`config.mk`:
```
export PLATFORM = sky130hd
export DESIGN_NAME = magic_sync_frame_checker_crc32_core_flat
export DESIGN_NICKNAME = d
export VERILOG_FILES = /design/src/msfc_pkg.sv /design/src/msfc_if.sv /design/src/msfc_out_stage.sv /design/src/magic_sync_frame_checker_crc32_core.sv /design/src/flat_wrapper.sv
export SDC_FILE = /design/constraint.sdc
export NUM_CORES = 1
export LEC_CHECK = 0
export BUFFER_PORTS_ARGS = -buffer_cell sky130_fd_sc_hd__buf_2
export CAP_MARGIN = 5
export CORE_UTILIZATION = 60
export DETAILED_ROUTE_END_ITERATION = 8
export GPL_TIMING_DRIVEN = 0
export PLACE_DENSITY = 0.76
export SLEW_MARGIN = 20
export SYNTH_ARGS = -nofsm -noshare
export SYNTH_HDL_FRONTEND = slang
export SYNTH_SLANG_ARGS = --single-unit
```
`constraint.sdc`:
```
create_clock -name clock -period 9.15 [get_ports clock]
set_input_delay 1.3725 -clock clock [delete_from_list [all_inputs] [get_ports clock]]
set_output_delay 1.3725 -clock clock [all_outputs]
set_load 0.005 [all_outputs]
```
`src/msfc_pkg.sv`:
```
package msfc_pkg;

   localparam int unsigned WordWidth  = 32;
   localparam int unsigned ByteWidth  = 8;
   localparam int unsigned LenWidth   = 16;
   localparam int unsigned IndexWidth = 1;

   localparam logic [WordWidth-1:0] CrcPoly     = 32'hEDB8_8320;
   localparam logic [WordWidth-1:0] AllOnes     = 32'hFFFF_FFFF;
   localparam logic [WordWidth-1:0] MagicReset  = 32'hA55A_5AA5;
   localparam logic [LenWidth-1:0]  PayloadReset = 16'd4096;

   localparam logic [IndexWidth-1:0] RegMagicWord  = 1'b0;
   localparam logic [IndexWidth-1:0] RegPayloadLen = 1'b1;

   typedef struct packed {
      logic [WordWidth-1:0] frame_seq;
      logic                 crc_good;
      logic                 seq_good;
      logic [WordWidth-1:0] good_count;
      logic [WordWidth-1:0] crc_error_count;
      logic [WordWidth-1:0] seq_error_count;
      logic [WordWidth-1:0] frame_count;
   } msfc_result_type;

endpackage

```
`src/msfc_if.sv`:
```
interface msfc_req_if import msfc_pkg::*; ();
   logic                 valid;
   logic                 ready;
   logic [ByteWidth-1:0] rx_byte;

   modport source (output valid, output rx_byte, input ready);
   modport sink (input valid, input rx_byte, output ready);
endinterface

interface msfc_rsp_if import msfc_pkg::*; ();
   logic                 valid;
   logic                 ready;
   logic [WordWidth-1:0] frame_seq;
   logic                 crc_good;
   logic                 seq_good;
   logic [WordWidth-1:0] good_count;
   logic [WordWidth-1:0] crc_error_count;
   logic [WordWidth-1:0] seq_error_count;
   logic [WordWidth-1:0] frame_count;

   modport source (
      output valid, output frame_seq, output crc_good, output seq_good,
      output good_count, output crc_error_count, output seq_error_count,
      output frame_count, input ready
   );
   modport sink (
      input valid, input frame_seq, input crc_good, input seq_good,
      input good_count, input crc_error_count, input seq_error_count,
      input frame_count, output ready
   );
endinterface

```
`src/msfc_out_stage.sv`:
```
module msfc_out_stage import msfc_pkg::*; (
   input  logic            clock,
   input  logic            reset,
   input  logic            load,
   input  msfc_result_type result,
   output logic            stalled,
   msfc_rsp_if.source      rsp_chan
);

   logic            valid_ff;
   logic            valid_in;
   msfc_result_type data_ff;

   always_comb begin
      valid_in = valid_ff;
      if (load) begin
         valid_in = 1'b1;
      end else if (rsp_chan.ready) begin
         valid_in = 1'b0;
      end
   end

   always_ff @(posedge clock) begin
      if (reset) begin
         valid_ff <= 1'b0;
      end else begin
         valid_ff <= valid_in;
      end
   end

   always_ff @(posedge clock) begin
      if (load) begin
         data_ff <= result;
      end
   end

   assign stalled                  = valid_ff && !rsp_chan.ready;
   assign rsp_chan.valid           = valid_ff;
   assign rsp_chan.frame_seq       = data_ff.frame_seq;
   assign rsp_chan.crc_good        = data_ff.crc_good;
   assign rsp_chan.seq_good        = data_ff.seq_good;
   assign rsp_chan.good_count      = data_ff.good_count;
   assign rsp_chan.crc_error_count = data_ff.crc_error_count;
   assign rsp_chan.seq_error_count = data_ff.seq_error_count;
   assign rsp_chan.frame_count     = data_ff.frame_count;

endmodule

```
`src/magic_sync_frame_checker_crc32_core.sv`:
```
// Frame sync / CRC-32 / sequence checker, one received byte per transaction.
// Throughput: one byte per cycle; a byte is held off only when it is the last
// CRC byte of a frame and the previous frame result is still not taken.
// The frame result is registered and appears on rsp in the cycle after its last CRC byte is taken.
// Synchronous active-high reset returns to hunt, clears counters and loads
// the register defaults (magic 0xA55A5AA5, payload length 4096).
module magic_sync_frame_checker_crc32_core import msfc_pkg::*; (
   input  logic                  clock,
   input  logic                  reset,
   input  logic                  csr_write_en,
   input  logic [IndexWidth-1:0] csr_index,
   input  logic [WordWidth-1:0]  csr_wdata,
   msfc_req_if.sink              req_chan,
   msfc_rsp_if.source            rsp_chan
);

   localparam logic [1:0] PhHunt    = 2'd0;
   localparam logic [1:0] PhSeq     = 2'd1;
   localparam logic [1:0] PhPayload = 2'd2;
   localparam logic [1:0] PhCrc     = 2'd3;

   function automatic logic [WordWidth-1:0] crc_byte(
      input logic [WordWidth-1:0] crc,
      input logic [ByteWidth-1:0] data
   );
      logic [WordWidth-1:0] c;
      c = crc;
      for (int i = 0; i < ByteWidth; i++) begin
         c = (c[0] ^ data[i]) ? ((c >> 1) ^ CrcPoly) : (c >> 1);
      end
      return c;
   endfunction

   function automatic logic [WordWidth-1:0] crc_word(input logic [WordWidth-1:0] data);
      logic [WordWidth-1:0] c;
      c = AllOnes;
      for (int i = 0; i < WordWidth; i++) begin
         c = (c[0] ^ data[i]) ? ((c >> 1) ^ CrcPoly) : (c >> 1);
      end
      return c;
   endfunction

   function automatic logic [WordWidth-1:0] shift_in(
      input logic [WordWidth-1:0] word,
      input logic [ByteWidth-1:0] data
   );
      return {data, word[WordWidth-1:ByteWidth]};
   endfunction

   logic [WordWidth-1:0] magic_ff, magic_in;
   logic [LenWidth-1:0]  plen_ff, plen_in;
   logic [1:0]           phase_ff, phase_in;
   logic [WordWidth-1:0] window_ff, window_in;
   logic [2:0]           fill_ff, fill_in;
   logic [LenWidth-1:0]  index_ff, index_in;
   logic [WordWidth-1:0] crc_ff, crc_in;
   logic [WordWidth-1:0] seq_ff, seq_in;
   logic [WordWidth-1:0] field_ff, field_in;
   logic [WordWidth-1:0] expected_ff, expected_in;
   logic [WordWidth-1:0] good_ff, good_in;
   logic [WordWidth-1:0] crc_err_ff, crc_err_in;
   logic [WordWidth-1:0] seq_err_ff, seq_err_in;
   logic [WordWidth-1:0] frames_ff, frames_in;

   logic                 req_fire;
   logic                 last_byte;
   logic                 stalled;
   logic                 load;
   logic [LenWidth-1:0]  index_inc;
   logic                 crc_good;
   logic                 seq_good;
   msfc_result_type      result;

   assign last_byte      = (phase_ff == PhCrc) && (index_ff >= 16'd3);
   assign req_chan.ready = !(last_byte && stalled);
   assign req_fire       = req_chan.valid && req_chan.ready;
   assign load           = req_fire && last_byte;
   assign index_inc      = index_ff + 16'd1;

   always_comb begin
      magic_in = magic_ff;
      plen_in  = plen_ff;
      if (csr_write_en) begin
         unique case (csr_index)
            RegMagicWord:  magic_in = csr_wdata;
            RegPayloadLen: plen_in  = csr_wdata[LenWidth-1:0];
            default: ;
         endcase
      end
   end

   always_comb begin
      phase_in    = phase_ff;
      window_in   = window_ff;
      fill_in     = fill_ff;
      index_in    = index_ff;
      crc_in      = crc_ff;
      seq_in      = seq_ff;
      field_in    = field_ff;
      expected_in = expected_ff;
      good_in     = good_ff;
      crc_err_in  = crc_err_ff;
      seq_err_in  = seq_err_ff;
      frames_in   = frames_ff;
      crc_good    = 1'b0;
      seq_good    = 1'b0;
      if (req_fire) begin
         unique case (phase_ff)
            PhHunt: begin
               window_in = shift_in(window_ff, req_chan.rx_byte);
               fill_in   = (fill_ff < 3'd4) ? fill_ff + 3'd1 : fill_ff;
               if (fill_in == 3'd4 && window_in == magic_ff) begin
                  crc_in   = crc_word(window_in);
                  seq_in   = '0;
                  index_in = '0;
                  phase_in = PhSeq;
               end
            end
            PhSeq: begin
               seq_in   = shift_in(seq_ff, req_chan.rx_byte);
               crc_in   = crc_byte(crc_ff, req_chan.rx_byte);
               index_in = index_inc;
               if (index_inc >= 16'd4) begin
                  index_in = '0;
                  phase_in = (plen_ff == '0) ? PhCrc : PhPayload;
               end
            end
            PhPayload: begin
               crc_in   = crc_byte(crc_ff, req_chan.rx_byte);
               index_in = index_inc;
               if (index_inc >= plen_ff || index_inc == '0) begin
                  index_in = '0;
                  field_in = '0;
                  phase_in = PhCrc;
               end
            end
            PhCrc: begin
               field_in = shift_in(field_ff, req_chan.rx_byte);
               index_in = index_inc;
               if (last_byte) begin
                  crc_good = ((crc_ff ^ AllOnes) == field_in);
                  seq_good = (seq_ff == expected_ff);
                  if (seq_good) begin
                     expected_in = expected_ff + 32'd1;
                  end else begin
                     seq_err_in  = seq_err_ff + 32'd1;
                     expected_in = seq_ff + 32'd1;
                  end
                  if (crc_good) begin
                     good_in = good_ff + 32'd1;
                  end else begin
                     crc_err_in = crc_err_ff + 32'd1;
                  end
                  frames_in = frames_ff + 32'd1;
                  phase_in  = PhHunt;
                  window_in = '0;
                  fill_in   = '0;
                  index_in  = '0;
                  crc_in    = AllOnes;
               end
            end
            default: ;
         endcase
      end
   end

   always_comb begin
      result.frame_seq       = seq_ff;
      result.crc_good        = crc_good;
      result.seq_good        = seq_good;
      result.good_count      = good_in;
      result.crc_error_count = crc_err_in;
      result.seq_error_count = seq_err_in;
      result.frame_count     = frames_in;
   end

   always_ff @(posedge clock) begin
      if (reset) begin
         magic_ff    <= MagicReset;
         plen_ff     <= PayloadReset;
         phase_ff    <= PhHunt;
         window_ff   <= '0;
         fill_ff     <= '0;
         index_ff    <= '0;
         crc_ff      <= AllOnes;
         seq_ff      <= '0;
         field_ff    <= '0;
         expected_ff <= '0;
         good_ff     <= '0;
         crc_err_ff  <= '0;
         seq_err_ff  <= '0;
         frames_ff   <= '0;
      end else begin
         magic_ff    <= magic_in;
         plen_ff     <= plen_in;
         phase_ff    <= phase_in;
         window_ff   <= window_in;
         fill_ff     <= fill_in;
         index_ff    <= index_in;
         crc_ff      <= crc_in;
         seq_ff      <= seq_in;
         field_ff    <= field_in;
         expected_ff <= expected_in;
         good_ff     <= good_in;
         crc_err_ff  <= crc_err_in;
         seq_err_ff  <= seq_err_in;
         frames_ff   <= frames_in;
      end
   end

   msfc_out_stage u_out_stage (
      .clock    (clock),
      .reset    (reset),
      .load     (load),
      .result   (result),
      .stalled  (stalled),
      .rsp_chan (rsp_chan)
   );

endmodule

```
`src/flat_wrapper.sv`:
```
// flat-port wrapper written by rule: the top's interface ports become plain ports
module magic_sync_frame_checker_crc32_core_flat import msfc_pkg::*;
  (clock, reset, csr_write_en, csr_index, csr_wdata, req_chan_valid, req_chan_rx_byte, req_chan_ready, rsp_chan_valid, rsp_chan_frame_seq, rsp_chan_crc_good, rsp_chan_seq_good, rsp_chan_good_count, rsp_chan_crc_error_count, rsp_chan_seq_error_count, rsp_chan_frame_count, rsp_chan_ready);
  msfc_req_if req_chan_i ();
  msfc_rsp_if rsp_chan_i ();
  input  logic clock;
  input  logic reset;
  input  logic csr_write_en;
  input  logic [IndexWidth-1:0] csr_index;
  input  logic [WordWidth-1:0] csr_wdata;
  input wire logic [$bits(req_chan_i.valid)-1:0] req_chan_valid;
  input wire logic [$bits(req_chan_i.rx_byte)-1:0] req_chan_rx_byte;
  output wire logic [$bits(req_chan_i.ready)-1:0] req_chan_ready;
  output wire logic [$bits(rsp_chan_i.valid)-1:0] rsp_chan_valid;
  output wire logic [$bits(rsp_chan_i.frame_seq)-1:0] rsp_chan_frame_seq;
  output wire logic [$bits(rsp_chan_i.crc_good)-1:0] rsp_chan_crc_good;
  output wire logic [$bits(rsp_chan_i.seq_good)-1:0] rsp_chan_seq_good;
  output wire logic [$bits(rsp_chan_i.good_count)-1:0] rsp_chan_good_count;
  output wire logic [$bits(rsp_chan_i.crc_error_count)-1:0] rsp_chan_crc_error_count;
  output wire logic [$bits(rsp_chan_i.seq_error_count)-1:0] rsp_chan_seq_error_count;
  output wire logic [$bits(rsp_chan_i.frame_count)-1:0] rsp_chan_frame_count;
  input wire logic [$bits(rsp_chan_i.ready)-1:0] rsp_chan_ready;
  assign req_chan_i.valid = req_chan_valid;
  assign req_chan_i.rx_byte = req_chan_rx_byte;
  assign req_chan_ready = req_chan_i.ready;
  assign rsp_chan_valid = rsp_chan_i.valid;
  assign rsp_chan_frame_seq = rsp_chan_i.frame_seq;
  assign rsp_chan_crc_good = rsp_chan_i.crc_good;
  assign rsp_chan_seq_good = rsp_chan_i.seq_good;
  assign rsp_chan_good_count = rsp_chan_i.good_count;
  assign rsp_chan_crc_error_count = rsp_chan_i.crc_error_count;
  assign rsp_chan_seq_error_count = rsp_chan_i.seq_error_count;
  assign rsp_chan_frame_count = rsp_chan_i.frame_count;
  assign rsp_chan_i.ready = rsp_chan_ready;
  magic_sync_frame_checker_crc32_core u_core (.clock(clock), .reset(reset), .csr_write_en(csr_write_en), .csr_index(csr_index), .csr_wdata(csr_wdata), .req_chan(req_chan_i), .rsp_chan(rsp_chan_i));
endmodule
```
==> summary.txt <==
Run
  • Maxcap violations: 0

GRT
  • Initial antenna violation count: 2
  • Global route overflow: 0
  • Vias in the first global route: 17600
  • Largest net degree at the start of global routing: 38
  • All-Layer GR Usage: 29.4%
  • First-pass GRT wire length: 95.7 mm

CTS
  • CTS tree: done
  • CTS H-tree lvls: 2
  • CTS root buf: clkbuf_16
  • Hold buffer count at CTS: 0
  • Max Buffers Root-to-Sink: 3
  • Clk_lat worst skew: 0.61 ns
  • CTS clk-pin slew, worst paths: 0.06 ns
  • CTS buffer count: 51
  • Post-CTS Resized: 0
  • Clock sink count: 504
  • Postcts setup bufs: 0

STA
  • Setup violations, final: 0
  • Max_slew headroom: 35.3%
  • Fin Clk Skew: 0.0235 ns
  • Hold Vio Cnt, Final: 0
  • Fin crit period: 5.08 ns
  • Period utilisation layout: 55.5%
  • Final WS setup: 4.07 ns
  • Final Slew Violations: 0
  • RSZ-0062 raised after global routing: false
  • Worst-Margin Slew: 0.970 ns
  • Achievable frequency: 197 MHz

Detailed routing
  • Drt wl/cell: 18.8 microns
  • Routed via count: 18100
  • # DRC: 0
  • DRT antenna net count: 0
  • Via-per-instance ratio: 5.61
  • TritonRoute pass-1 iters: 6
  • Total Wirelength: 60.7 mm
  • DR iter-0 viols: 1424

Worst setup path
  • RR Endpoint: u_core.index_ff[8]$_SDFFE_PP0P_
  • Worst Setup Start Kind: flip-flop
  • Worst r2r src: u_core.index_ff[3]$_SDFFE_PP0P_
  • Critical path endpoint category: flip-flop
  • Critical path type: flip-flop to flip-flop
  • Arrival @ worst endpoint: 5.60 ns
  • Crit Path Max Fanout: 10
  • Worst Reg2Reg Path Length in Cells: 16
  • CP required: 9.67 ns
  • Flop2flop setup slack: 4.07 ns

Synthesis
  • Post-Syn Instances: 2409
  • Largest family of logic cells by synthesized area: XOR/XNOR gates
  • Synth warn: 0
  • Post-synthesis adder-cell area fraction: 1.43%
  • Dominant synthesized flop cell: dfxtp_1
  • Synthesized Nets: 2482
  • Cell variety after synth: 59
  • Average size of a mapped cell: 10.1 sq um
  • FFs w/ async S/R, synth: 0%
  • Synth Area in XOR/XNOR: 22.1%
  • Post-synthesis compound-gate area fraction: 7.93%
  • Synth area leader: dfxtp_1
  • Flops & latches, synth: 504
  • Top post-synthesis cells by area: dfxtp_1 28%, edfxtp_1 20%, xnor2_1 14%
  • Number of synthesized flops with an enable pin: 162
  • Post-synthesis mux area share: 0.288%
  • Mapped cell area: 0.0243 sq mm
  • Simple-Gate Fraction of Synth Area: 16.6%
  • Area share of the largest cell type after synthesis: 28.1%
  • Sequential area share after synthesis: 48.1%

Final layout
  • Final Net Count: 2741
  • Commonest non-fill, non-tap cell in the layout: xnor2_1
  • Final instance area: 0.0279 sq mm
  • Layout cells sized above 1: 13.2%
  • Fillcell total: 3000
  • Most frequent cells in the layout: 378 x xnor2_1, 342 x dfxtp_1, 229 x nand2_1
  • Area growth syn-to-layout: 14.6%
  • Antenna cells: 0

Placement
  • Number of port buffers: 201
  • GP Congestion: 0.927
  • Pre-CTS setup slack: 4.19 ns
  • HPWL Detailed: 44.9 mm
  • DP Area: 0.0261 sq mm

Die
  • Core box area: 0.0399 sq mm
  • Cell Rows: 73
  • I/O pin count: 210
  • Starting Density: 61.0%
  • Die area: 0.0414 sq mm
  • Die W: 203 microns
  • Die Y: 203 microns

Pwr
  • Leakage: 10.0 nW
  • Pwr dens: 222 mW/mm^2
  • Power Total: 6.19 mW
  • Peak supply drop: 0.160 mV

Worst hold path
  • Hold EP: u_core.u_out_stage.rsp_chan.frame_seq[5]$_DFFE_PP_
  • Min-Delay Path Class: flip-flop to flip-flop
  • Hold Path Depth: 0
  • Hold_sp: u_core.seq_ff[5]$_SDFFE_PP0P_

Outcome
  • Status: finished, final reports clean
how the worst max path moves through the flow:
stage,startpoint,end,slack [ns],cells after the start
6_report,u_core.index_ff[3]$_SDFFE_PP0P_,u_core.index_ff[8]$_SDFFE_PP0P_,4.07,16
5_1_grt,u_core.index_ff[3]$_SDFFE_PP0P_,u_core.index_ff[8]$_SDFFE_PP0P_,3.69,16
4_1_cts,u_core.index_ff[3]$_SDFFE_PP0P_,u_core.index_ff[8]$_SDFFE_PP0P_,4.15,16
3_5_place_dp,u_core.index_ff[3]$_SDFFE_PP0P_,u_core.index_ff[8]$_SDFFE_PP0P_,4.19,16
3_3_place_gp,rsp_chan_ready,u_core.expected_ff[28]$_SDFFE_PP0P_,-0.93,8
2_1_floorplan,rsp_chan_ready,u_core.u_out_stage.rsp_chan.crc_error_count[0]$_DFFE_PP_,1.65,6
critical path, stage by stage (launching register included):
cell and delay (ns):
dfxtp_1 0.30, clkbuf_1 0.26, nand3_1 0.25, nor3_1 0.61
nand2_1 0.28, nor3_1 0.27, xnor2_1 0.21, inv_1 0.08
ha_1 0.29, nand3_1 0.11, o22ai_1 0.09, or3b_2 0.47
a221o_1 0.35, a21oi_1 0.67, clkbuf_1 0.48, a21oi_1 0.13
a31oi_1 0.15
routing by layer:
layer	vias up	share of wire (%)	GRT usage (%)
met1	8627	43	38.8
met4	4	2.9	9.80
met5	-	0.026	0
met3	130	6.4	4.89
met2	655	48	48.8
li1	8722	-	-
through the flow:
stage               util (%)  cells  hold WS (ns)  setup TNS (ns)
CTS                     69.9   3235         0.412               0
global route            69.9   3235         0.439               0
detailed placement      65.4   3140         0.411               0
global placement        65.2   3135         0.412         -144.03
finish                  69.9   3235         0.420               0
floorplan                  -   2409         0.406               0
where the power goes:
group | leakage, nW | total (mW) | switching (mW) | internal (mW)
Clock | 0.862 | 2.18 | 0.906 | 1.27
Sequential | 4.06 | 2.32 | 0.0128 | 2.31
Combinational | 5.10 | 1.69 | 0.927 | 0.765
Total | 10.0 | 6.19 | 1.85 | 4.35
sequential cells by signal (all words and copies together), names as in the netlist, 2 cells and up:
name	flops
u_core.crc_ff	32
u_core.u_out_stage.rsp_chan.good_count	32
u_core.crc_err_ff	32
u_core.index_ff	16
u_core.u_out_stage.rsp_chan.crc_error_count	32
u_core.seq_err_ff	32
u_core.phase_ff	2
u_core.window_ff	24
u_core.field_ff	24
u_core.plen_ff	16
u_core.frames_ff	32
u_core.u_out_stage.rsp_chan.frame_seq	32
u_core.u_out_stage.rsp_chan.seq_error_count	32
u_core.magic_ff	32
u_core.seq_ff	32
u_core.expected_ff	32
u_core.good_ff	32
u_core.fill_ff	3
u_core.u_out_stage.rsp_chan.frame_count	32
cell usage after synthesis, drive strengths merged, types with 2 or more instances:
cell type and instances:
mux2i 7, clkbuf 131, xor2 167, a31oi 8, nor2 158, xnor2 399
ha 27, and4 9, a21oi 108, nor4b 2, a211oi 58, o21ai 15
a22o 3, nor2b 134, a21o 7, nand2b 11, nand3b 17, edfxtp 162
nor3 14, nand3 67, or2 8, nand2 229, and2 11, nand4 73
and3 41, inv 45, nor4 26, xnor3 4, dfxtp 342, o31ai 7
or3 7, a211o 24, a22oi 57, buf 18
logic make-up (layout without fill, tap and decap cells):
family                   after synthesis  count (layout)
AND/OR/NAND/NOR                      810             810
adder cells (fa/ha/maj)               28              28
multiplexers                           7               7
XOR/XNOR                             571             571
flip-flops                           504             504
buffers and inverters                195             496
AO/OA/AOI/OAI                        294             294
final cells by class:
type	count	area [sq um]	share of cell area, %
repair buffers	206	1110	3.99
well taps	525	657	2.35
inverters	45	169	0.605
clock buffers	61	1410	5.04
flip-flops and latches	504	11700	42.0
multi-input cells	1710	11800	42.3
clock inverters	34	369	1.32
plain buffers	150	681	2.44
(Power assumes the default switching activity.)
